==> src/rtl/assert_macros.svh <==
// ----------------------------------------------------------------------------
// assert_macros.svh
// Assertion macros shared by the converter modules; empty under synthesis.
// ----------------------------------------------------------------------------
`ifndef ASSERT_MACROS_SVH
`define ASSERT_MACROS_SVH

`ifndef SYNTHESIS

// condition that holds at every clock edge out of reset
`define A2B_ASSERT(lbl, prop, msg) \
  lbl: assert property (@(posedge clk) disable iff (!rst_n) (prop)) else $error(msg);

// same-cycle implication
`define A2B_ASSERT_IMP(lbl, ante, cons, msg) \
  lbl: assert property (@(posedge clk) disable iff (!rst_n) (ante) |-> (cons)) \
    else $error(msg);

// next-cycle implication
`define A2B_ASSERT_NXT(lbl, ante, cons, msg) \
  lbl: assert property (@(posedge clk) disable iff (!rst_n) (ante) |=> (cons)) \
    else $error(msg);

`else

`define A2B_ASSERT(lbl, prop, msg)
`define A2B_ASSERT_IMP(lbl, ante, cons, msg)
`define A2B_ASSERT_NXT(lbl, ante, cons, msg)

`endif

`endif

==> src/rtl/a2b_pkg.sv <==
// ----------------------------------------------------------------------------
// a2b_pkg
// Types and constants of the AVCC to Annex B converter.
// ----------------------------------------------------------------------------
package a2b_pkg;

  // field widths
  localparam int BYTE_W      = 8;
  localparam int UNIT_LEN_W  = 24;
  // unit length arithmetic width (at most UNIT_LEN_W here)
  localparam int LENGTH_BITS = 24;
  localparam int NAL_LEN_W   = 32;

  // header gather depth and largest burst of words per input byte
  localparam int HOLD_DEPTH  = 4;
  localparam int BURST_MAX   = 8;

  localparam logic [NAL_LEN_W-1:0] ANNEXB_PREFIX = 32'h0000_0001;

  typedef logic [BYTE_W-1:0]                    byte_t;
  typedef logic [LENGTH_BITS-1:0]               len_t;
  typedef logic [NAL_LEN_W-1:0]                 nal_t;
  typedef logic [$clog2(HOLD_DEPTH+1)-1:0]      hold_cnt_t;
  typedef logic [$clog2(HOLD_DEPTH)-1:0]        hold_idx_t;
  typedef logic [$clog2(BURST_MAX+1)-1:0]       burst_cnt_t;
  typedef logic [BURST_MAX-1:0][BYTE_W-1:0]     burst_words_t;

  typedef enum logic [1:0] {
    MODE_IDLE    = 2'd0,
    MODE_GATHER  = 2'd1,
    MODE_PAYLOAD = 2'd2,
    MODE_PASS    = 2'd3
  } walk_mode_t;

  typedef enum logic [1:0] {
    KIND_SHORT   = 2'd0,
    KIND_ANNEXB  = 2'd1,
    KIND_AVCC    = 2'd2,
    KIND_PREPEND = 2'd3
  } unit_kind_t;

  // burst handed from the step logic to the output register
  typedef struct packed {
    logic         valid;
    burst_cnt_t   count;
    burst_words_t words;
    logic         last;
    unit_kind_t   kind;
  } a2b_load_t;

endpackage

==> src/rtl/a2b_in_if.sv <==
// ----------------------------------------------------------------------------
// a2b_in_if
// Input channel: one access-unit byte per word, valid/ready handshake.
// ----------------------------------------------------------------------------
interface a2b_in_if import a2b_pkg::*; ();

  logic                  valid;
  logic                  ready;
  logic [BYTE_W-1:0]     data_byte;
  logic [UNIT_LEN_W-1:0] unit_length;
  logic                  first_of_unit;

  modport source (output valid, output data_byte, output unit_length,
                  output first_of_unit, input ready);
  modport sink   (input valid, input data_byte, input unit_length,
                  input first_of_unit, output ready);

endinterface

==> src/rtl/a2b_out_if.sv <==
// ----------------------------------------------------------------------------
// a2b_out_if
// Result channel: one Annex B byte per word, valid/ready handshake.
// ----------------------------------------------------------------------------
interface a2b_out_if import a2b_pkg::*; ();

  logic              valid;
  logic              ready;
  logic [BYTE_W-1:0] out_byte;
  logic              last_of_unit;
  logic [1:0]        unit_kind;

  modport source (output valid, output out_byte, output last_of_unit,
                  output unit_kind, input ready);
  modport sink   (input valid, input out_byte, input last_of_unit,
                  input unit_kind, output ready);

endinterface

==> src/rtl/avcc_to_annexb_converter.sv <==
// ----------------------------------------------------------------------------
// avcc_to_annexb_converter
// H.264 access-unit converter from AVCC length framing to Annex B start codes.
// ----------------------------------------------------------------------------
// Bytes enter one word per cycle while the input is ready and are registered;
// the combinational walk logic then decides what the byte produces and loads
// it into an eight-word output register, which the result channel drains one
// word per cycle while it is ready. A passed byte therefore goes through the
// input register and the output register before it is offered at the output,
// and bytes flow at one per cycle when the output does not stall. The four
// bytes of each length header produce nothing until the fourth, which loads a
// burst of four words (eight when a start code is put in front of the unit);
// while that burst drains, input stalls. The output register draining one
// word per cycle is what sets the rate.
// ----------------------------------------------------------------------------
module avcc_to_annexb_converter import a2b_pkg::*; (
  input logic       clk,
  input logic       rst_n,
  a2b_in_if.sink    in_ch,
  a2b_out_if.source out_ch
);

  a2b_load_t load;
  logic      load_ready;

  // walk logic behind the input register
  a2b_step u_step (
    .clk        (clk),
    .rst_n      (rst_n),
    .in_ch      (in_ch),
    .load_ready (load_ready),
    .load_o     (load)
  );

  // output burst register
  a2b_burst u_burst (
    .clk        (clk),
    .rst_n      (rst_n),
    .load_i     (load),
    .load_ready (load_ready),
    .out_ch     (out_ch)
  );

endmodule

==> src/rtl/a2b_step.sv <==
// ----------------------------------------------------------------------------
// a2b_step
// Input register and per-byte walk logic: tracks the unit, gathers length
// headers and produces the burst of output words for each input byte.
// ----------------------------------------------------------------------------
`include "assert_macros.svh"

module a2b_step import a2b_pkg::*; (
  input  logic      clk,
  input  logic      rst_n,
  a2b_in_if.sink    in_ch,
  input  logic      load_ready,
  output a2b_load_t load_o
);

  // input register
  logic       in_valid_r;
  byte_t      in_byte_r;
  len_t       in_len_r;
  logic       in_first_r;
  logic       advance;

  // walk state
  len_t       pos_r, pos_nxt;
  len_t       lat_r, lat_nxt;
  len_t       pl_r, pl_nxt;
  hold_cnt_t  hc_r, hc_nxt;
  walk_mode_t mode_r, mode_nxt, mode_cur;
  unit_kind_t kind_r, kind_nxt;
  byte_t      hold_r [HOLD_DEPTH];

  // step logic
  byte_t        hold_cur [HOLD_DEPTH];
  logic         hold_we;
  hold_idx_t    hold_idx;
  nal_t         nal;
  logic         nal_ok;
  logic         annexb;
  logic         unit_end;
  logic         active;
  burst_cnt_t   word_cnt;
  burst_words_t words;

  assign advance     = in_valid_r && load_ready;
  assign in_ch.ready = !in_valid_r || load_ready;

  // input register, refilled whenever it empties
  always_ff @(posedge clk) begin
    if (!rst_n) begin
      in_valid_r <= 1'b0;
    end else if (in_ch.ready) begin
      in_valid_r <= in_ch.valid;
    end
  end

  always_ff @(posedge clk) begin
    if (in_ch.ready && in_ch.valid) begin
      in_byte_r  <= in_ch.data_byte;
      in_len_r   <= in_ch.unit_length[LENGTH_BITS-1:0];
      in_first_r <= in_ch.first_of_unit;
    end
  end

  // walk of one byte
  always_comb begin
    lat_nxt  = lat_r;
    pos_nxt  = pos_r;
    pl_nxt   = pl_r;
    hc_nxt   = hc_r;
    mode_cur = mode_r;
    kind_nxt = kind_r;
    hold_cur = hold_r;
    hold_we  = 1'b0;
    hold_idx = hc_r[$clog2(HOLD_DEPTH)-1:0];
    nal      = '0;
    nal_ok   = 1'b0;
    annexb   = 1'b0;
    unit_end = 1'b0;
    word_cnt = '0;
    words    = '0;

    // a new unit restarts the walk
    if (in_first_r) begin
      lat_nxt  = in_len_r;
      pos_nxt  = '0;
      pl_nxt   = '0;
      hc_nxt   = '0;
      kind_nxt = KIND_SHORT;
      if (in_len_r == '0) begin
        mode_cur = MODE_IDLE;
      end else if (in_len_r <= len_t'(HOLD_DEPTH)) begin
        mode_cur = MODE_PASS;
      end else begin
        mode_cur = MODE_GATHER;
      end
      active = (in_len_r != '0);
    end else begin
      active = (mode_r != MODE_IDLE);
    end
    mode_nxt = mode_cur;

    if (active) begin
      pos_nxt  = pos_nxt + len_t'(1);
      unit_end = (pos_nxt == lat_nxt);
      case (mode_cur)
        MODE_PASS: begin
          word_cnt = burst_cnt_t'(1);
          words[0] = in_byte_r;
        end
        MODE_PAYLOAD: begin
          word_cnt = burst_cnt_t'(1);
          words[0] = in_byte_r;
          if (pl_nxt != '0) begin
            pl_nxt = pl_nxt - len_t'(1);
          end
          // end of this NAL: look for the next length field
          if (pl_nxt == '0 && !unit_end) begin
            mode_nxt = ((lat_nxt - pos_nxt) >= len_t'(HOLD_DEPTH)) ? MODE_GATHER : MODE_PASS;
            hc_nxt   = '0;
          end
        end
        MODE_GATHER: begin
          hold_idx           = hc_nxt[$clog2(HOLD_DEPTH)-1:0];
          hold_we            = 1'b1;
          hold_cur[hold_idx] = in_byte_r;
          hc_nxt             = hc_nxt + hold_cnt_t'(1);
          if (hc_nxt >= hold_cnt_t'(HOLD_DEPTH) || unit_end) begin
            hc_nxt = '0;
            nal    = {hold_cur[0], hold_cur[1], hold_cur[2], hold_cur[3]};
            nal_ok = (nal != '0) &&
                     ((33'(pos_nxt) + 33'(nal)) <= 33'(lat_nxt));
            annexb = (nal == ANNEXB_PREFIX) ||
                     (nal[NAL_LEN_W-1:BYTE_W] == ANNEXB_PREFIX[NAL_LEN_W-BYTE_W-1:0]);
            if (pos_nxt == len_t'(HOLD_DEPTH)) begin
              // first header of the unit decides the kind
              if (annexb) begin
                kind_nxt = KIND_ANNEXB;
                word_cnt = burst_cnt_t'(HOLD_DEPTH);
                for (int i = 0; i < HOLD_DEPTH; i++) words[i] = hold_cur[i];
                mode_nxt = MODE_PASS;
              end else if (nal_ok) begin
                kind_nxt = KIND_AVCC;
                word_cnt = burst_cnt_t'(HOLD_DEPTH);
                for (int i = 0; i < HOLD_DEPTH; i++) begin
                  words[i] = ANNEXB_PREFIX[BYTE_W*(HOLD_DEPTH-1-i) +: BYTE_W];
                end
                pl_nxt   = nal[LENGTH_BITS-1:0];
                mode_nxt = MODE_PAYLOAD;
              end else begin
                kind_nxt = KIND_PREPEND;
                word_cnt = burst_cnt_t'(2 * HOLD_DEPTH);
                for (int i = 0; i < HOLD_DEPTH; i++) begin
                  words[i]              = ANNEXB_PREFIX[BYTE_W*(HOLD_DEPTH-1-i) +: BYTE_W];
                  words[HOLD_DEPTH + i] = hold_cur[i];
                end
                mode_nxt = MODE_PASS;
              end
            end else if (nal_ok) begin
              word_cnt = burst_cnt_t'(HOLD_DEPTH);
              for (int i = 0; i < HOLD_DEPTH; i++) begin
                words[i] = ANNEXB_PREFIX[BYTE_W*(HOLD_DEPTH-1-i) +: BYTE_W];
              end
              pl_nxt   = nal[LENGTH_BITS-1:0];
              mode_nxt = MODE_PAYLOAD;
            end else begin
              // bad length: rest of the unit passes unchanged
              word_cnt = burst_cnt_t'(HOLD_DEPTH);
              for (int i = 0; i < HOLD_DEPTH; i++) words[i] = hold_cur[i];
              mode_nxt = MODE_PASS;
            end
          end
        end
        default: ;
      endcase
      if (unit_end) begin
        mode_nxt = MODE_IDLE;
      end
    end
  end

  // walk state registers
  always_ff @(posedge clk) begin
    if (!rst_n) begin
      pos_r  <= '0;
      lat_r  <= '0;
      pl_r   <= '0;
      hc_r   <= '0;
      mode_r <= MODE_IDLE;
      kind_r <= KIND_SHORT;
    end else if (advance) begin
      pos_r  <= pos_nxt;
      lat_r  <= lat_nxt;
      pl_r   <= pl_nxt;
      hc_r   <= hc_nxt;
      mode_r <= mode_nxt;
      kind_r <= kind_nxt;
    end
  end

  // header bytes
  always_ff @(posedge clk) begin
    if (advance && hold_we) begin
      hold_r[hold_idx] <= in_byte_r;
    end
  end

  // burst towards the output register
  always_comb begin
    load_o.valid = advance && (word_cnt != '0);
    load_o.count = word_cnt;
    load_o.words = words;
    load_o.last  = unit_end;
    load_o.kind  = kind_nxt;
  end

  `A2B_ASSERT_IMP(step_burst_size, load_o.valid,
                  load_o.count == burst_cnt_t'(1) || load_o.count == burst_cnt_t'(HOLD_DEPTH) ||
                  load_o.count == burst_cnt_t'(2 * HOLD_DEPTH), "step: burst size not 1, 4 or 8")
  `A2B_ASSERT_IMP(step_payload_left, mode_r == MODE_PAYLOAD, pl_r != '0,
                  "step: payload mode with nothing left")
  `A2B_ASSERT_IMP(step_hold_count, mode_r == MODE_GATHER, hc_r < hold_cnt_t'(HOLD_DEPTH),
                  "step: header hold overfull")

endmodule

==> src/rtl/a2b_burst.sv <==
// ----------------------------------------------------------------------------
// a2b_burst
// Output register holding one burst of up to eight words, shifted out one
// word per handshake.
// ----------------------------------------------------------------------------
`include "assert_macros.svh"

module a2b_burst import a2b_pkg::*; (
  input  logic      clk,
  input  logic      rst_n,
  input  a2b_load_t load_i,
  output logic      load_ready,
  a2b_out_if.source out_ch
);

  burst_words_t words_r;
  burst_cnt_t   cnt_r;
  logic         last_r;
  unit_kind_t   kind_r;
  logic         take;

  assign take       = out_ch.valid && out_ch.ready;
  // free now, or freed by the word leaving this cycle
  assign load_ready = (cnt_r == '0) || (cnt_r == burst_cnt_t'(1) && out_ch.ready);

  // word count
  always_ff @(posedge clk) begin
    if (!rst_n) begin
      cnt_r <= '0;
    end else if (load_i.valid) begin
      cnt_r <= load_i.count;
    end else if (take) begin
      cnt_r <= cnt_r - burst_cnt_t'(1);
    end
  end

  // burst words, shifted towards word 0
  always_ff @(posedge clk) begin
    if (load_i.valid) begin
      words_r <= load_i.words;
      last_r  <= load_i.last;
      kind_r  <= load_i.kind;
    end else if (take) begin
      words_r <= {byte_t'(0), words_r[BURST_MAX-1:1]};
    end
  end

  // result channel
  assign out_ch.valid        = (cnt_r != '0);
  assign out_ch.out_byte     = words_r[0];
  assign out_ch.last_of_unit = last_r && (cnt_r == burst_cnt_t'(1));
  assign out_ch.unit_kind    = kind_r;

  `A2B_ASSERT(burst_cnt_range, cnt_r <= burst_cnt_t'(BURST_MAX), "burst: word count out of range")
  `A2B_ASSERT_IMP(burst_no_overwrite, load_i.valid, cnt_r == '0 || (cnt_r == burst_cnt_t'(1) && take), "burst: load over undelivered words")
  `A2B_ASSERT_NXT(burst_drain, take && !load_i.valid, cnt_r == $past(cnt_r) - burst_cnt_t'(1), "burst: word count did not step down")

endmodule

==> src/flat_wrapper.sv <==
// flat-port wrapper written by rule: the top's interface ports become plain ports
module avcc_to_annexb_converter_flat import a2b_pkg::*;
  (clk, rst_n, in_ch_valid, in_ch_data_byte, in_ch_unit_length, in_ch_first_of_unit, in_ch_ready, out_ch_valid, out_ch_out_byte, out_ch_last_of_unit, out_ch_unit_kind, out_ch_ready);
  a2b_in_if in_ch_i ();
  a2b_out_if out_ch_i ();
  input logic clk;
  input logic rst_n;
  input wire logic [$bits(in_ch_i.valid)-1:0] in_ch_valid;
  input wire logic [$bits(in_ch_i.data_byte)-1:0] in_ch_data_byte;
  input wire logic [$bits(in_ch_i.unit_length)-1:0] in_ch_unit_length;
  input wire logic [$bits(in_ch_i.first_of_unit)-1:0] in_ch_first_of_unit;
  output wire logic [$bits(in_ch_i.ready)-1:0] in_ch_ready;
  output wire logic [$bits(out_ch_i.valid)-1:0] out_ch_valid;
  output wire logic [$bits(out_ch_i.out_byte)-1:0] out_ch_out_byte;
  output wire logic [$bits(out_ch_i.last_of_unit)-1:0] out_ch_last_of_unit;
  output wire logic [$bits(out_ch_i.unit_kind)-1:0] out_ch_unit_kind;
  input wire logic [$bits(out_ch_i.ready)-1:0] out_ch_ready;
  assign in_ch_i.valid = in_ch_valid;
  assign in_ch_i.data_byte = in_ch_data_byte;
  assign in_ch_i.unit_length = in_ch_unit_length;
  assign in_ch_i.first_of_unit = in_ch_first_of_unit;
  assign in_ch_ready = in_ch_i.ready;
  assign out_ch_valid = out_ch_i.valid;
  assign out_ch_out_byte = out_ch_i.out_byte;
  assign out_ch_last_of_unit = out_ch_i.last_of_unit;
  assign out_ch_unit_kind = out_ch_i.unit_kind;
  assign out_ch_i.ready = out_ch_ready;
  avcc_to_annexb_converter u_core (.clk(clk), .rst_n(rst_n), .in_ch(in_ch_i), .out_ch(out_ch_i));
endmodule
==> config.mk <==
export PLATFORM = sky130hd
export DESIGN_NAME = avcc_to_annexb_converter_flat
export DESIGN_NICKNAME = d
export VERILOG_FILES = /design/src/rtl/a2b_pkg.sv /design/src/rtl/a2b_in_if.sv /design/src/rtl/a2b_out_if.sv /design/src/rtl/avcc_to_annexb_converter.sv /design/src/rtl/a2b_step.sv /design/src/rtl/a2b_burst.sv /design/src/flat_wrapper.sv
export VERILOG_INCLUDE_DIRS = /design/src /design/src/rtl
export SDC_FILE = /design/constraint.sdc
export NUM_CORES = 1
export LEC_CHECK = 0
export BUFFER_PORTS_ARGS = -buffer_cell sky130_fd_sc_hd__buf_2
export CAP_MARGIN = 20
export CORE_AREA = 2 2 168 170
export CTS_CLUSTER_SIZE = 28
export DETAILED_ROUTE_END_ITERATION = 7
export DIE_AREA = 0 0 170 172
export GPL_TIMING_DRIVEN = 1
export PLACE_DENSITY = 0.68
export SLEW_MARGIN = 20
export SYNTH_ARGS = -nofsm -noshare
export SYNTH_HDL_FRONTEND = slang
export SYNTH_SLANG_ARGS = --single-unit
==> constraint.sdc <==
create_clock -name clk -period 10 [get_ports clk]
set_clock_uncertainty 0.2 [all_clocks]
set_input_delay 0 -clock clk [delete_from_list [all_inputs] [get_ports clk]]
set_output_delay 0 -clock clk [all_outputs]
set_load 0.05 [all_outputs]
==> impl_metrics.ini <==
[run]
cap_violations = 0

[die]
core_area_mm2 = 0.0275
die_w_um = 170
die_area_mm2 = 0.0292
io_pins = 50
fp.dieH_um = 172
start_util = 0.540
num_rows = 61

[timing]
setup_tns_ps = 0
period_minus_slack_ps = 8790
tightest_slew_ps = 1070
hold_viol_final = 0
rsz0062_at_grt = false
fin_crit_sh = 0.879
slew_viol_final = 0
max_slew_margin = 0.279
fmax_ghz = 0.114
setup_ws_ps = 1210
report.final.setup_viol = 0

[critical_path]
path_buf_inv = 2
worstReg2RegEnd = u_core.u_burst.words_r[9]
start_kind = flip-flop
arrival_ps = 8830
crit_slowest_cell = nand2_1
regToRegSetupSlack_ps = 1210
cp_max_fo = 23
r2r-start = u_core.u_step.in_first_r
critical_path.top_delay_family = simple AND/OR/NAND/NOR gates
crit_required_ps = 10040
path_class = reg2reg
r2r_cells = 30
cpMostUsedCell = o21ai_0
crit_path_end_kind = flip-flop
cp_slowest_stage_delay_ps = 650

[drt]
vias = 13500
dr.pass1.iters = 5
ant_nets = 0
initialDrtViolationCount = 1538
drc_errors = 0
vias_per_cell = 6.38
wirelength_um = 45700
wl_per_cell_um = 21.7

[global_routing]
grt_max_degree = 88
grt_pass1_wl_um = 70300
antenna_found_initial = 0
grt_overflow = 0
gr-usage-all-layers = 0.308
grt_pass1_vias = 12500

[clock_tree]
cts_resized = 0
cts_buffers = 25
cts_tree = done
cts_max_level = 1
clock-sinks = 216
clk_path_buf_depth = 3
clk_latency_ps = 540
path_clk_slew_ps = 70
postCtsHoldBufs = 69
cts_root_buf = clkbuf_16
post_cts_buffers = 0

[place]
dp_cells = 1993
placed_cell_area_mm2 = 0.0152
dp_hpwl_um = 32000
place_congestion = 0.968
place_ws_ps = 1490
portBuffers = 49

[synthesis]
syn_inst = 1688
yosysTopAreaCellShare = 0.267
synth_edf_count = 132
ys_warn_count = 0
netlist_area_mm2 = 0.0148
synth_fp_nets = 1804
yosysUniqueCellTypes = 88
async_flop_share = 0
ys_seq_area_frac = 0.381
avgSynthCellArea_um2 = 8.79
ys.flop_type = edfxtp_1
synth_area_leaders = edfxtp_1, dfxtp_1, ha_1
yosys.area.top_type = edfxtp_1
ys_ff_latch = 216

[finish]
multi_input_area_mm2 = 0.00839
drive_gt1_frac = 0.0778
nFillCells = 2311
design_area_mm2 = 0.0167
antenna_cells = 0
nNetsFinal = 1859
fin_cells = 2108
ff_latch_area_mm2 = 0.00565
area_growth_pct = 12.8

[power]
ir_worst_vdd_mv = 0.171
power.leakage_nw = 6.65
p_total_mw = 3.51
pwr_density_cell_mw_per_mm2 = 210

[hold_path]
hold_path_end = u_core.u_step.pl_r[20]
min_path_type = in2reg
worstHoldStart = rst_n
min_path_cells = 4

[status]
status = finished clean
[cell type report]
class                      count  area share
multi-input combinational   1272       0.501
tap                          346      0.0259
clock inverter                16     0.00919
inverter                      96      0.0215
clock buffer                  30      0.0422
timing repair buffer         132      0.0624
sequential                   216       0.337
[layer usage]
layer,GRT usage,vias up,part of all wire
met3,0.0359,104,0.068
met1,0.427,6425,0.44
met2,0.494,580,0.45
met5,0,-,0
met4,0.125,0,0.045
li1,-,6343,-
[cells by family (layout without fill, tap and decap cells)]
family / after synthesis / in the layout / share of synthesized area
AOI/OAI and AO/OA: 515 / 515 / 0.227
xor gates and xnor gates: 59 / 59 / 0.0367
adders and majority gates: 84 / 84 / 0.0705
buffers and inverters: 200 / 274 / 0.0553
DFF: 216 / 216 / 0.381
muxes: 67 / 67 / 0.0465
and+or+nand+nor: 547 / 547 / 0.183
[cell usage after synthesis, drive strengths merged (5+ instances only)]
cell type,count
edfxtp,132
mux2i,58
o21a,12
xnor2,37
xor2,20
nand4,23
dfxtp,84
ha,78
a21boi,11
a32o,5
o211ai,13
nand2,191
nor3,39
nand3,39
a31oi,13
o211a,26
o21ai,180
a21o,32
a22oi,28
nand2b,8
o21bai,5
nor2b,42
or3,19
buf,35
nor2,104
nor4,26
a2bb2oi,17
clkbuf,69
o221ai,5
or2,6
mux2,9
or4,12
o31ai,16
and3,7
and2,11
inv,96
a21oi,94
maj3,5
[where the power goes]
group	total (mW)	internal (mW)	switching, mW	leakage [nW]
clock network	0.965	0.579	0.386	0.423
logic	1.24	0.441	0.798	4.32
registers	1.30	1.20	0.107	1.92
total	3.51	2.22	1.29	6.65
[registers in the layout, summed over array words and instances, names as in the netlist]
| signal | count |
|---|---|
| u_core.u_burst.cnt_r | 4 |
| u_core.u_burst.last_r | 1 |
| u_core.u_burst.out_ch.out_byte | 8 |
| u_core.u_burst.out_ch.unit_kind | 2 |
| u_core.u_burst.words_r | 56 |
| u_core.u_step.hc_r | 3 |
| u_core.u_step.hold_r | 32 |
| u_core.u_step.in_byte_r | 8 |
| u_core.u_step.in_first_r | 1 |
| u_core.u_step.in_len_r | 24 |
| u_core.u_step.in_valid_r | 1 |
| u_core.u_step.kind_r | 2 |
| u_core.u_step.lat_r | 24 |
| u_core.u_step.mode_r | 2 |
| u_core.u_step.pl_r | 24 |
| u_core.u_step.pos_r | 24 |
[metrics by stage]
step | utilization | hold slack, ps
2_1_floorplan | - | -101
3_3_place_gp | 0.552 | -24.0
3_5_place_dp | 0.552 | -21.9
4_1_cts | 0.609 | 6.22
5_1_grt | 0.609 | 49.6
6_report | 0.609 | 2.76
[how the worst max path moves through the flow]
stage	start	endpoint	slack, ps	cells after the start
CTS	u_core.u_step.in_first_r	u_core.u_burst.words_r[31]	1430	30
global placement	u_core.u_step.in_first_r	u_core.u_burst.words_r[34]	1470	28
floorplan	u_core.u_step.in_first_r	u_core.u_burst.words_r[53]	1740	37
finish	u_core.u_step.in_first_r	u_core.u_burst.words_r[9]	1210	30
global route	u_core.u_step.in_first_r	u_core.u_burst.words_r[9]	720	29
detailed placement	u_core.u_step.in_first_r	u_core.u_burst.words_r[31]	1490	28
[layout by cell type, fill, tap and decap left out, types with 20 or more instances in the layout]
| cell type | count |
|---|---|
| nand2_1 | 189 |
| o21ai_0 | 154 |
| edfxtp_1 | 132 |
| nor2_1 | 101 |
| inv_1 | 96 |
| a21oi_1 | 94 |
| dfxtp_1 | 84 |
| ha_1 | 78 |
| dlygate4sd3_1 | 69 |
| mux2i_1 | 58 |
| buf_2 | 49 |
| nor2b_1 | 42 |
| nand3_1 | 39 |
| xnor2_1 | 37 |
| nor3_1 | 36 |
| a21o_1 | 32 |
| a22oi_1 | 28 |
| clkbuf_16 | 27 |
| o21ai_1 | 26 |
| o211a_1 | 26 |
| nor4_1 | 23 |
| nand4_1 | 22 |
| xor2_1 | 20 |
[worst min-delay path, delay by kind of cell]
family	cells	cell delay, ps
buffers and inverters	2	470
and+or+nand+nor	1	150
AOI/OAI and AO/OA	1	50
(Power assumes the default switching activity.)
